--- src/sv/ckd_pkg.sv ---
// Shared types, constants and the multiply schedule of the curvature kink detector.
package ckd_pkg;

    localparam int POS_W      = 32;
    localparam int IDX_W      = 16;
    localparam int TIME_W     = 32;
    localparam int THR_W      = 31;
    localparam int LEN_W      = 31;
    localparam int CFG_W      = 32;
    localparam int CFG_ADDR_W = 2;
    localparam int IN_TDATA_W  = 80;
    localparam int OUT_TDATA_W = 72;

    // Long-number engine: little-endian limbs.
    localparam int LIMB_W  = 32;
    localparam int Z_LIMBS = 16;
    localparam int Y_LIMBS = 8;
    localparam int ZB      = Z_LIMBS * LIMB_W;
    localparam int YB      = Y_LIMBS * LIMB_W;
    localparam int ZI_W    = $clog2(Z_LIMBS);
    localparam int YI_W    = $clog2(Y_LIMBS);

    localparam int QUO_W     = 16;
    localparam int REL_W     = QUO_W + 1;
    localparam int DIV_CNT_W = $clog2(QUO_W);

    localparam int STEP_W = 4;
    localparam logic [STEP_W-1:0] LAST_STEP = 4'd12;

    // Configuration register indexes.
    localparam logic [CFG_ADDR_W-1:0] CFG_THRESH    = 2'd0;
    localparam logic [CFG_ADDR_W-1:0] CFG_BOX_MIN   = 2'd1;
    localparam logic [CFG_ADDR_W-1:0] CFG_BOX_LEN   = 2'd2;
    localparam logic [CFG_ADDR_W-1:0] CFG_FRAME_TIME = 2'd3;

    // Operand selection of the shared 32x32 multiplier.
    localparam logic [1:0] MS_MAC = 2'd0;
    localparam logic [1:0] MS_AB  = 2'd1;
    localparam logic [1:0] MS_PB  = 2'd2;
    localparam logic [1:0] MS_QA  = 2'd3;

    // Sources of the long multiplicand X.
    localparam logic [1:0] XS_Z   = 2'd0;
    localparam logic [1:0] XS_D   = 2'd1;
    localparam logic [1:0] XS_N   = 2'd2;
    localparam logic [1:0] XS_T16 = 2'd3;

    // Sources of the multiplier Y.
    localparam logic [2:0] YS_D   = 3'd0;
    localparam logic [2:0] YS_N   = 3'd1;
    localparam logic [2:0] YS_ZLO = 3'd2;
    localparam logic [2:0] YS_K   = 3'd3;
    localparam logic [2:0] YS_S   = 3'd4;
    localparam logic [2:0] YS_T16 = 3'd5;
    localparam logic [2:0] YS_M   = 3'd6;
    localparam logic [2:0] YS_AB  = 3'd7;

    typedef struct packed {
        logic [1:0] xsrc;
        logic [2:0] ysrc;
        logic       clear;
        logic       save_k;
        logic       save_l;
        logic [2:0] rows;
    } t_step;

    typedef struct packed {
        logic              accept;
        logic              prep_mul;
        logic [1:0]        mul_sel;
        logic              combine;
        logic              load;
        logic [STEP_W-1:0] step;
        logic              mac;
        logic              first;
        logic [ZI_W-1:0]   i;
        logic [YI_W-1:0]   j;
        logic              div_init;
        logic              div_step;
        logic              load_out;
    } t_cmd;

    typedef struct packed {
        logic eval;
        logic degen;
        logic m_zero;
        logic less;
    } t_sts;

    // Schedule of long multiplications. The first six build
    // L = (D^2 + N^2)^3 * S^2, the rest build R = (16T)^2 * M^2 * AB^4.
    function automatic t_step step_desc(input logic [STEP_W-1:0] step);
        t_step d;
        d = '0;
        unique case (step)
            4'd0:  begin d.xsrc = XS_D;   d.ysrc = YS_D;   d.clear = 1'b1; d.rows = 3'd3; end
            4'd1:  begin d.xsrc = XS_N;   d.ysrc = YS_N;   d.rows = 3'd3; end
            4'd2:  begin
                d.xsrc = XS_Z; d.ysrc = YS_ZLO; d.clear = 1'b1; d.save_k = 1'b1; d.rows = 3'd5;
            end
            4'd3:  begin d.xsrc = XS_Z;   d.ysrc = YS_K;   d.clear = 1'b1; d.rows = 3'd5; end
            4'd4:  begin d.xsrc = XS_Z;   d.ysrc = YS_S;   d.clear = 1'b1; d.rows = 3'd1; end
            4'd5:  begin d.xsrc = XS_Z;   d.ysrc = YS_S;   d.clear = 1'b1; d.rows = 3'd1; end
            4'd6:  begin
                d.xsrc = XS_T16; d.ysrc = YS_T16; d.clear = 1'b1; d.save_l = 1'b1; d.rows = 3'd2;
            end
            4'd7:  begin d.xsrc = XS_Z;   d.ysrc = YS_M;   d.clear = 1'b1; d.rows = 3'd3; end
            4'd8:  begin d.xsrc = XS_Z;   d.ysrc = YS_M;   d.clear = 1'b1; d.rows = 3'd3; end
            4'd9, 4'd10, 4'd11, 4'd12: begin
                d.xsrc = XS_Z; d.ysrc = YS_AB; d.clear = 1'b1; d.rows = 3'd2;
            end
            default: begin d.rows = 3'd1; end
        endcase
        return d;
    endfunction

endpackage

--- src/sv/ckd_ctrl.sv ---
// Sequencer of the curvature kink detector: handshakes and command generation.
module ckd_ctrl import ckd_pkg::*; (
    input  logic i_clk,
    input  logic i_rst_n,
    input  logic s_tvalid,
    output logic s_tready,
    output logic m_tvalid,
    input  logic m_tready,
    input  t_sts i_sts,
    output t_cmd o_cmd
);

    localparam logic [3:0] S_IDLE  = 4'd0;
    localparam logic [3:0] S_START = 4'd1;
    localparam logic [3:0] S_MAB   = 4'd2;
    localparam logic [3:0] S_MPB   = 4'd3;
    localparam logic [3:0] S_MQA   = 4'd4;
    localparam logic [3:0] S_COMB  = 4'd5;
    localparam logic [3:0] S_CHK   = 4'd6;
    localparam logic [3:0] S_LOAD  = 4'd7;
    localparam logic [3:0] S_MAC   = 4'd8;
    localparam logic [3:0] S_CMP   = 4'd9;
    localparam logic [3:0] S_DIV   = 4'd10;
    localparam logic [3:0] S_OUT   = 4'd11;

    logic [3:0]           r_state, n_state;
    logic [STEP_W-1:0]    r_step, n_step;
    logic [ZI_W-1:0]      r_i, n_i;
    logic [YI_W-1:0]      r_j, n_j;
    logic [DIV_CNT_W-1:0] r_cnt, n_cnt;
    logic                 r_out_valid, n_out_valid;
    logic [ZI_W-1:0]      zi;
    t_step                desc;

    always_comb begin
        n_state     = r_state;
        n_step      = r_step;
        n_i         = r_i;
        n_j         = r_j;
        n_cnt       = r_cnt;
        n_out_valid = r_out_valid & ~m_tready;
        desc        = step_desc(r_step);
        zi          = r_i + ZI_W'(r_j);
        o_cmd       = '0;
        o_cmd.mul_sel = MS_MAC;
        o_cmd.step  = r_step;
        o_cmd.i     = r_i;
        o_cmd.j     = r_j;
        unique case (r_state)
            S_IDLE: begin
                if (s_tvalid) begin
                    o_cmd.accept = 1'b1;
                    n_state = S_START;
                end
            end
            S_START: begin
                n_state = (i_sts.eval && !i_sts.degen) ? S_MAB : S_IDLE;
            end
            S_MAB: begin
                o_cmd.prep_mul = 1'b1;
                o_cmd.mul_sel  = MS_AB;
                n_state = S_MPB;
            end
            S_MPB: begin
                o_cmd.prep_mul = 1'b1;
                o_cmd.mul_sel  = MS_PB;
                n_state = S_MQA;
            end
            S_MQA: begin
                o_cmd.prep_mul = 1'b1;
                o_cmd.mul_sel  = MS_QA;
                n_state = S_COMB;
            end
            S_COMB: begin
                o_cmd.combine = 1'b1;
                n_state = S_CHK;
            end
            S_CHK: begin
                // Equal slopes give an infinite radius.
                n_step  = '0;
                n_state = i_sts.m_zero ? S_IDLE : S_LOAD;
            end
            S_LOAD: begin
                o_cmd.load = 1'b1;
                n_i = '0;
                n_j = '0;
                n_state = S_MAC;
            end
            S_MAC: begin
                o_cmd.mac   = 1'b1;
                o_cmd.first = (r_i == '0);
                if (zi == ZI_W'(Z_LIMBS - 1)) begin
                    if (r_j == desc.rows - 3'd1) begin
                        if (r_step == LAST_STEP) begin
                            n_state = S_CMP;
                        end else begin
                            n_step  = r_step + 4'd1;
                            n_state = S_LOAD;
                        end
                    end else begin
                        n_j = r_j + 3'd1;
                        n_i = '0;
                    end
                end else begin
                    n_i = r_i + 4'd1;
                end
            end
            S_CMP: begin
                o_cmd.div_init = 1'b1;
                n_cnt   = '0;
                n_state = i_sts.less ? S_DIV : S_IDLE;
            end
            S_DIV: begin
                o_cmd.div_step = 1'b1;
                n_cnt = r_cnt + 4'd1;
                if (r_cnt == DIV_CNT_W'(QUO_W - 1)) begin
                    n_state = S_OUT;
                end
            end
            S_OUT: begin
                if (!r_out_valid || m_tready) begin
                    o_cmd.load_out = 1'b1;
                    n_out_valid = 1'b1;
                    n_state = S_IDLE;
                end
            end
            default: begin
                n_state = S_IDLE;
            end
        endcase
    end

    always_ff @(posedge i_clk) begin
        if (!i_rst_n) begin
            r_state     <= S_IDLE;
            r_step      <= '0;
            r_i         <= '0;
            r_j         <= '0;
            r_cnt       <= '0;
            r_out_valid <= 1'b0;
        end else begin
            r_state     <= n_state;
            r_step      <= n_step;
            r_i         <= n_i;
            r_j         <= n_j;
            r_cnt       <= n_cnt;
            r_out_valid <= n_out_valid;
        end
    end

    assign s_tready = (r_state == S_IDLE);
    assign m_tvalid = r_out_valid;

endmodule

--- config.mk ---
export PLATFORM = sky130hd
export DESIGN_NAME = ckd_ctrl
export DESIGN_NICKNAME = d
export VERILOG_FILES = /design/src/sv/ckd_pkg.sv /design/src/sv/ckd_ctrl.sv
export SDC_FILE = /design/constraint.sdc
export NUM_CORES = 1
export LEC_CHECK = 0
export BUFFER_PORTS_ARGS = -buffer_cell sky130_fd_sc_hd__buf_2
export CORE_MARGIN = 2
export CORE_UTILIZATION = 54
export CTS_CLUSTER_DIAMETER = 200
export DETAILED_ROUTE_END_ITERATION = 10
export PLACE_DENSITY_LB_ADDON = 0.08
export SETUP_SLACK_MARGIN = 0.02
export SLEW_MARGIN = 0
export SYNTH_ARGS = -nofsm -noshare
export SYNTH_HDL_FRONTEND = slang
export SYNTH_SLANG_ARGS = --single-unit
--- constraint.sdc ---
create_clock -name i_clk -period 3.1 [get_ports i_clk]
set_input_delay 0.31 -clock i_clk [delete_from_list [all_inputs] [get_ports i_clk]]
set_output_delay 0.31 -clock i_clk [all_outputs]
set_load 0.005 [all_outputs]
==> impl_results.md, run 1 <==
* Clock latency at the later pin of the worst-skew pair at roughly 0.31 ns
* Register clock-pin slew on the reported worst setup and hold paths at between 0.1 and 0.15 ns
* Cell Area, Synth at 1500 sq um
* Mapped Cells at 187
* Largest net degree at the start of global routing at 16
* Slowest stage delay, CP at about 0.42 ns
* Maxcap violations at 0
* Final slew viol count at 0
* WS Path Type: register to register
* Cell leakage power at approximately 0.8 nW
* Clock Tree Root: clkbuf_4
* Crit share post-route at about 83%
* Layout cells sized above 1 at a little over a fifth
* Number of synthesized register bits at 20
* Avg Inst Size Synth at around 8.0 sq um
* Async S/R FF share, synth at 0%
* Worst min path class: primary input to register
* Register area share after synthesis at roughly a quarter
* Startpoint Class: register
* Fmax at 390 MHz
* CTS tree: done
* DRC violations left at 0
* Vias in the first global route at approximately 1300
* Least-Margin Pin Slew at roughly 0.47 ns
* Post-CTS setup buffer count at 0
* Slowest CP cell: dfxtp_1
* Initial antenna violation count at 0
* Final ANT Viol Nets at 0
* Drt wl/cell at ~13 um
* Die W at 56.7 um
* Max VDD drop at around 0.00040 V
* Design Area, Final at roughly 1700 sq um
* Rows at 19
* Final setup viols at 0
* Pwr dens at 562 nW/um^2
* Worst Setup End Kind: register
* Area growth syn-to-layout at 13.1%
* CP arrival at approximately 2.8 ns
* Status: finished, final reports clean
* RSZ-0062 raised after global routing: no
* Yosys cell types at 48
* Slew margin rel. at 68.8%
* IO Count at 32
* Core box area at approximately 2700 sq um
* H-tree depth at 1
* Pwr Total at 0.951 mW
* Clk sinks at 20
* Post-layout net count at between 200 and 250
* CP dominant cell by count: o21ai_2
* Primary FF master, synth: dfxtp_1
* EDFF count, synth at 0
* Maximum clock insertion buffer count at 2
* YS warnings at 0
* GP Congestion at approximately 0.85
* CTS buffer count at 3
* Routed vias/inst at 5.70
* First-pass GRT wire length at slightly below 6000 um
* Final WL at between 3000 and 4000 um
* Chip height at approximately 57 um
* Hold Buf Count CTS at 0
* Final Skew at around 0.00086 ns
* Port Buf Inserts at 31
* Post-cts repair resize count at 0
* DRT iter0 DRCs at 56
* Setup_tns at 0 ns
* Critical path peak fanout at 10
* Pre-antenna DRT Iters at 4
* Hold Vio Cnt, Final at 0
* Initial Utilization at about 56%
* Required @ worst endpoint at between 3 and 4 ns
* Filler Cell Count at approximately 270
* Area after DPL at 1660 sq um
* DP Wirelength at between 2000 and 3000 um
* Area of the die at 3210 sq um
* Fin crit period at ~2.6 ns
* Synth Net Count at 207
* Antenna cells at 0
* CP Cell Sequence: ha_1, fa_1, xor2_1, nand3_1, o21ai_2, o21ai_2, nor4_4, mux2i_1
* GRT Residual Overflow at 0
* Vias at between 1000 and 1500
* Total Routing Usage GR at a little under a quarter
-- cell usage in the layout, fill, tap and decap left out, drive strengths merged, types with 2 or more instances in the layout --
cell type / Yosys / final
buf: 2 / 32
nor2: 27 / 27
dfxtp: 20 / 20
a21oi: 11 / 11
nand3: 11 / 11
ha: 11 / 11
o21ai: 11 / 11
inv: 10 / 10
nand2: 10 / 10
nand2b: 7 / 7
mux2i: 6 / 6
or3: 4 / 4
clkbuf: 5 / 4
and3: 3 / 3
nor2b: 3 / 3
a21o: 3 / 3
nor3b: 3 / 3
or2: 3 / 3
nor3: 3 / 3
and2: 2 / 2
xnor2: 2 / 2
a22oi: 2 / 2
o32ai: 2 / 2
xor2: 2 / 2
a31oi: 2 / 2
o22ai: 2 / 2
a22o: 2 / 2
nand3b: 2 / 2
nor4: 2 / 2
-- routing by layer --
metal,vias to the layer above,wire length [um],share of wire [%],track usage (%)
li1,724,-,-,-
met1,641,1550,47,29.9
met2,37,1500,46,38.2
met3,7,153,4.7,3.46
met4,0,59,1.8,8.16
met5,-,0,0,0
-- power breakdown --
part / switching (mW) / internal [mW] / total (mW)
Sequential: 0.0759 / 0.288 / 0.364
Combinational: 0.232 / 0.201 / 0.433
Clock: 0.0830 / 0.0718 / 0.155
Total: 0.391 / 0.561 / 0.951
-- critical path, delay by kind of cell (launching register included) --
| family | cells | cell delay, ns |
|---|---|---|
| xor gates and xnor gates | 1 | 0.15 |
| AOI/OAI and AO/OA | 2 | 0.55 |
| adders and majority gates | 2 | 0.65 |
| muxes | 1 | 0.23 |
| DFF | 1 | 0.42 |
| and+or+nand+nor | 2 | 0.49 |
-- worst paths after layout --
check                                            from                 endpoint  slack [ns]  depth (start not counted)
worst max-delay path              r_j[0]$_SDFFE_PN0P_  r_state[1]$_SDFFE_PN0P_        0.54                          8
worst min-delay path                         m_tready      m_tvalid$_SDFF_PN0_        0.30                          3
worst max register to register    r_j[0]$_SDFFE_PN0P_  r_state[1]$_SDFFE_PN0P_        0.54                          8
worst min register to register  r_cnt[3]$_SDFFE_PN0P_    r_cnt[3]$_SDFFE_PN0P_        0.49                          1
-- area by class of cell --
type	count	area, sq um	share of cell area, %
clock buffers	4	36.3	2.14
well taps	31	38.8	2.29
inverters	11	41.3	2.44
flip-flops and latches	20	400	23.6
repair buffers	32	163	9.60
multi-input cells	149	1010	59.9
-- registers in the layout, summed over array words and instances (netlist names) --
name	flops
r_cnt	4
r_i	4
r_state	4
r_step	4
r_j	3
m_tvalid	1
-- cells in the mapped netlist (3+ instances only) --
| cell | n | share of area, % |
|---|---|---|
| nor2_1 | 27 | 6.8 |
| dfxtp_1 | 20 | 27 |
| a21oi_1 | 11 | 3.7 |
| ha_1 | 11 | 9.2 |
| nand3_1 | 11 | 3.7 |
| inv_1 | 10 | 2.5 |
| nand2_1 | 10 | 2.5 |
| nand2b_1 | 7 | 2.9 |
| o21ai_0 | 7 | 2.3 |
| mux2i_1 | 6 | 4.0 |
| clkbuf_1 | 5 | 1.3 |
| or3_1 | 4 | 1.7 |
| a21o_1 | 3 | 1.5 |
| and3_1 | 3 | 1.3 |
| nor2b_1 | 3 | 1.3 |
| nor3b_1 | 3 | 1.5 |
-- stage by stage --
step	hold slack, ns	cells	setup slack, ns	util (%)
after floorplan	0.424	187	0.772	-
after global placement	0.439	243	0.671	61.7
after detailed placement	0.463	243	0.542	61.7
after CTS	0.299	247	0.511	63.1
after global routing	0.335	247	0.323	63.1
final	0.304	247	0.537	63.1
-- cell families after synthesis --
group	Yosys count	synth area share (%)
AO/OA/AOI/OAI	44	21.3
XOR/XNOR	4	2.34
adder cells (fa/ha/maj)	12	10.5
buffers and inverters	18	5.51
flip-flops	20	26.7
multiplexers	7	4.76
AND/OR/NAND/NOR	82	28.8
Note: power is estimated with default switching activity, not from simulation.
==> run 2, diff against run 1 <==
- clock period: 3.1 -> 2.49 ns (I/O delays scaled with it)
==> run 2 against run 1 <==
Compared with the run above:
- clock power rose by 73%
- clock skew is 0.0051 ns higher
- sequential power is 13% higher
- non-clock buffer count increased by 7
- hold slack got worse by 0.062 ns
==> impl_results.md, run 2 (synthesis gave the netlist of run 1 again) <==
* Status: finished, final reports clean
* GP Congestion at 0.867 (+2.1%)
* Pre-antenna DRT Iters at 4 (unchanged)
* Pwr dens at 738 nW/um^2 (+31%)
* Antenna cells at 0 (unchanged)
* Final Skew at 0.00593 ns (+0.00507 ns)
* Vias at 1450 (+2.9%)
* Drt wl/cell at 13.3 um (+0.60%)
* Register clock-pin slew on the reported worst setup and hold paths at 0.12 ns (about the same)
* Final slew viol count at 0 (unchanged)
* Startpoint of the worst hold path: m_tready
* Most common library cell in the layout ignoring fill and taps: buf_2
* Worst Reg-to-Reg Cells at 9 (+1)
* Die W at 56.7 um (unchanged)
* Clk sinks at 20 (unchanged)
* Hold Vio Cnt, Final at 0 (unchanged)
* IO Count at 32 (unchanged)
* GRT Residual Overflow at 0 (unchanged)
* Rows at 19 (unchanged)
* Largest net degree at the start of global routing at 16 (unchanged)
* Hold Buf Count CTS at 0 (unchanged)
* Reg2reg start: r_step[0]$_SDFFE_PN0P_
* Dpl ws at 0.0931 ns (-0.449 ns)
* Post-cts repair resize count at 0 (unchanged)
* Hold endpoint: m_tvalid$_SDFF_PN0_
* Final ANT Viol Nets at 0 (unchanged)
* Vias in the first global route at 1341 (-0.52%)
* Cell leakage power at 0.853 nW (+5.6%)
* Port Buf Inserts at 31 (unchanged)
* Initial antenna violation count at 0 (unchanged)
* Final setup viols at 0 (unchanged)
* Clock latency at the later pin of the worst-skew pair at 0.31 ns (about the same)
* First-pass GRT wire length at 5660 um (-4.2%)
* Reg area at 403 sq um (+0.62%)
* Final WL at 3380 um (+3.5%)
* WS Path Type: register to register
* Least-Margin Pin Slew at 0.443 ns (-0.0245 ns)
* Total Routing Usage GR at 21.9% (-1.0 points)
* Final WS setup at 0.136 ns (-0.401 ns)
* CP arrival at 2.60 ns (-0.21 ns)
* CTS tree: done
* CTS buffer count at 3 (unchanged)
* Fmax at 425 MHz (+8.9%)
* Critical path peak fanout at 6 (-4)
* Post-CTS setup buffer count at 0 (unchanged)
* Initial Utilization at 55.8% (unchanged)
* Hold Path Depth at 3 (unchanged)
* Clock Tree Root: clkbuf_4
* Worst min path class: primary input to register
* Area growth syn-to-layout at 18.1%
* RSZ-0062 raised after global routing: no
* Filler Cell Count at 254 (-4.2%)
* Required @ worst endpoint at 2.74 ns (-0.60 ns)
* Worst Setup End Kind: register
* Startpoint Class: register
* Maxcap violations at 0 (unchanged)
* FF-to-FF setup slack at 0.14 ns (-0.40 ns)
* DRC violations left at 0 (unchanged)
* Post-layout net count at 244 (+3.0%)
* Final Util at 65.9% (+2.8 points)
* Multi-input logic area at 1020 sq um (+0.37%)
* Fin crit period at 2.35 ns (-0.209 ns)
* Core box area at 2690 sq um (unchanged)
* Routed vias/inst at 5.71 (about the same)
* DRT iter0 DRCs at 69 (+23%)
* Area of the die at 3210 sq um (unchanged)
* Layout cells sized above 1 at 25.1% (+3.8 points)
* Chip height at 56.7 um (unchanged)
* Most frequent cells in the layout: 31 x buf_2, 27 x nor2_1, 18 x dfxtp_1
* Maximum clock insertion buffer count at 2 (unchanged)
* Slew margin rel. at 70.4% (+1.6 points)
* R2r endpoint: r_step[3]$_SDFFE_PN0P_
* Crit share post-route at 94.6% (+12 points)
* Max VDD drop at 0.000481 V (+20%)
* Setup_tns at 0 ns (unchanged)
* H-tree depth at 1 (unchanged)
* DP Wirelength at 2550 um (+1.3%)
run 2: worst max-delay path by stage:
stage | slack (ns) | to | from
6_report | 0.14 | r_step[3]$_SDFFE_PN0P_ | r_step[0]$_SDFFE_PN0P_
5_1_grt | 0.03 | r_step[3]$_SDFFE_PN0P_ | r_step[0]$_SDFFE_PN0P_
3_3_place_gp | 0.20 | r_state[1]$_SDFFE_PN0P_ | r_step[0]$_SDFFE_PN0P_
4_1_cts | 0.04 | r_state[1]$_SDFFE_PN0P_ | r_step[0]$_SDFFE_PN0P_
3_5_place_dp | 0.09 | r_state[1]$_SDFFE_PN0P_ | r_step[0]$_SDFFE_PN0P_
2_1_floorplan | 0.16 | r_state[1]$_SDFFE_PN0P_ | r_j[0]$_SDFFE_PN0P_
run 2: area by class of cell:
class,instances,share of cell area (%)
inverter,11,2.33
timing repair buffer,39,12.2
clock buffer,3,1.27
sequential,20,22.8
clock inverter,1,1.70
tap,31,2.19
multi-input combinational,149,57.6
run 2: power by group:
part | leakage, nW | switching (mW) | internal [mW] | total, mW
combinational | 0.662 | 0.346 | 0.282 | 0.627
sequential | 0.163 | 0.0495 | 0.361 | 0.410
clock | 0.0279 | 0.106 | 0.163 | 0.268
total | 0.853 | 0.501 | 0.805 | 1.31
run 2: metrics by stage:
stage	instance area (sq um)	total power [mW]	hold slack [ns]	std cells
final	1770	1.31	0.242	254
after global routing	1770	1.40	0.271	254
after CTS	1760	1.31	0.236	254
after detailed placement	1710	1.04	0.448	250
after global placement	1710	1.01	0.438	250
after floorplan	1500	0.841	0.412	187
run 2: critical path, stage by stage (launching register included):
cell,delay (ns)
dfxtp_2,0.39
inv_1,0.09
ha_1,0.24
nor3_1,0.20
o32ai_1,0.13
or2_1,0.25
o41ai_4,0.29
o211ai_2,0.19
or3_1,0.36
a21oi_1,0.15
run 2: metal layers:
metal  vias to the layer above  GRT usage [%]  wire, um
met1                       664           27.5      1560
met5                         -              0         0
met3                         6           3.46       147
met2                        45           37.4      1620
li1                        735              -         -
met4                         0           8.16        53
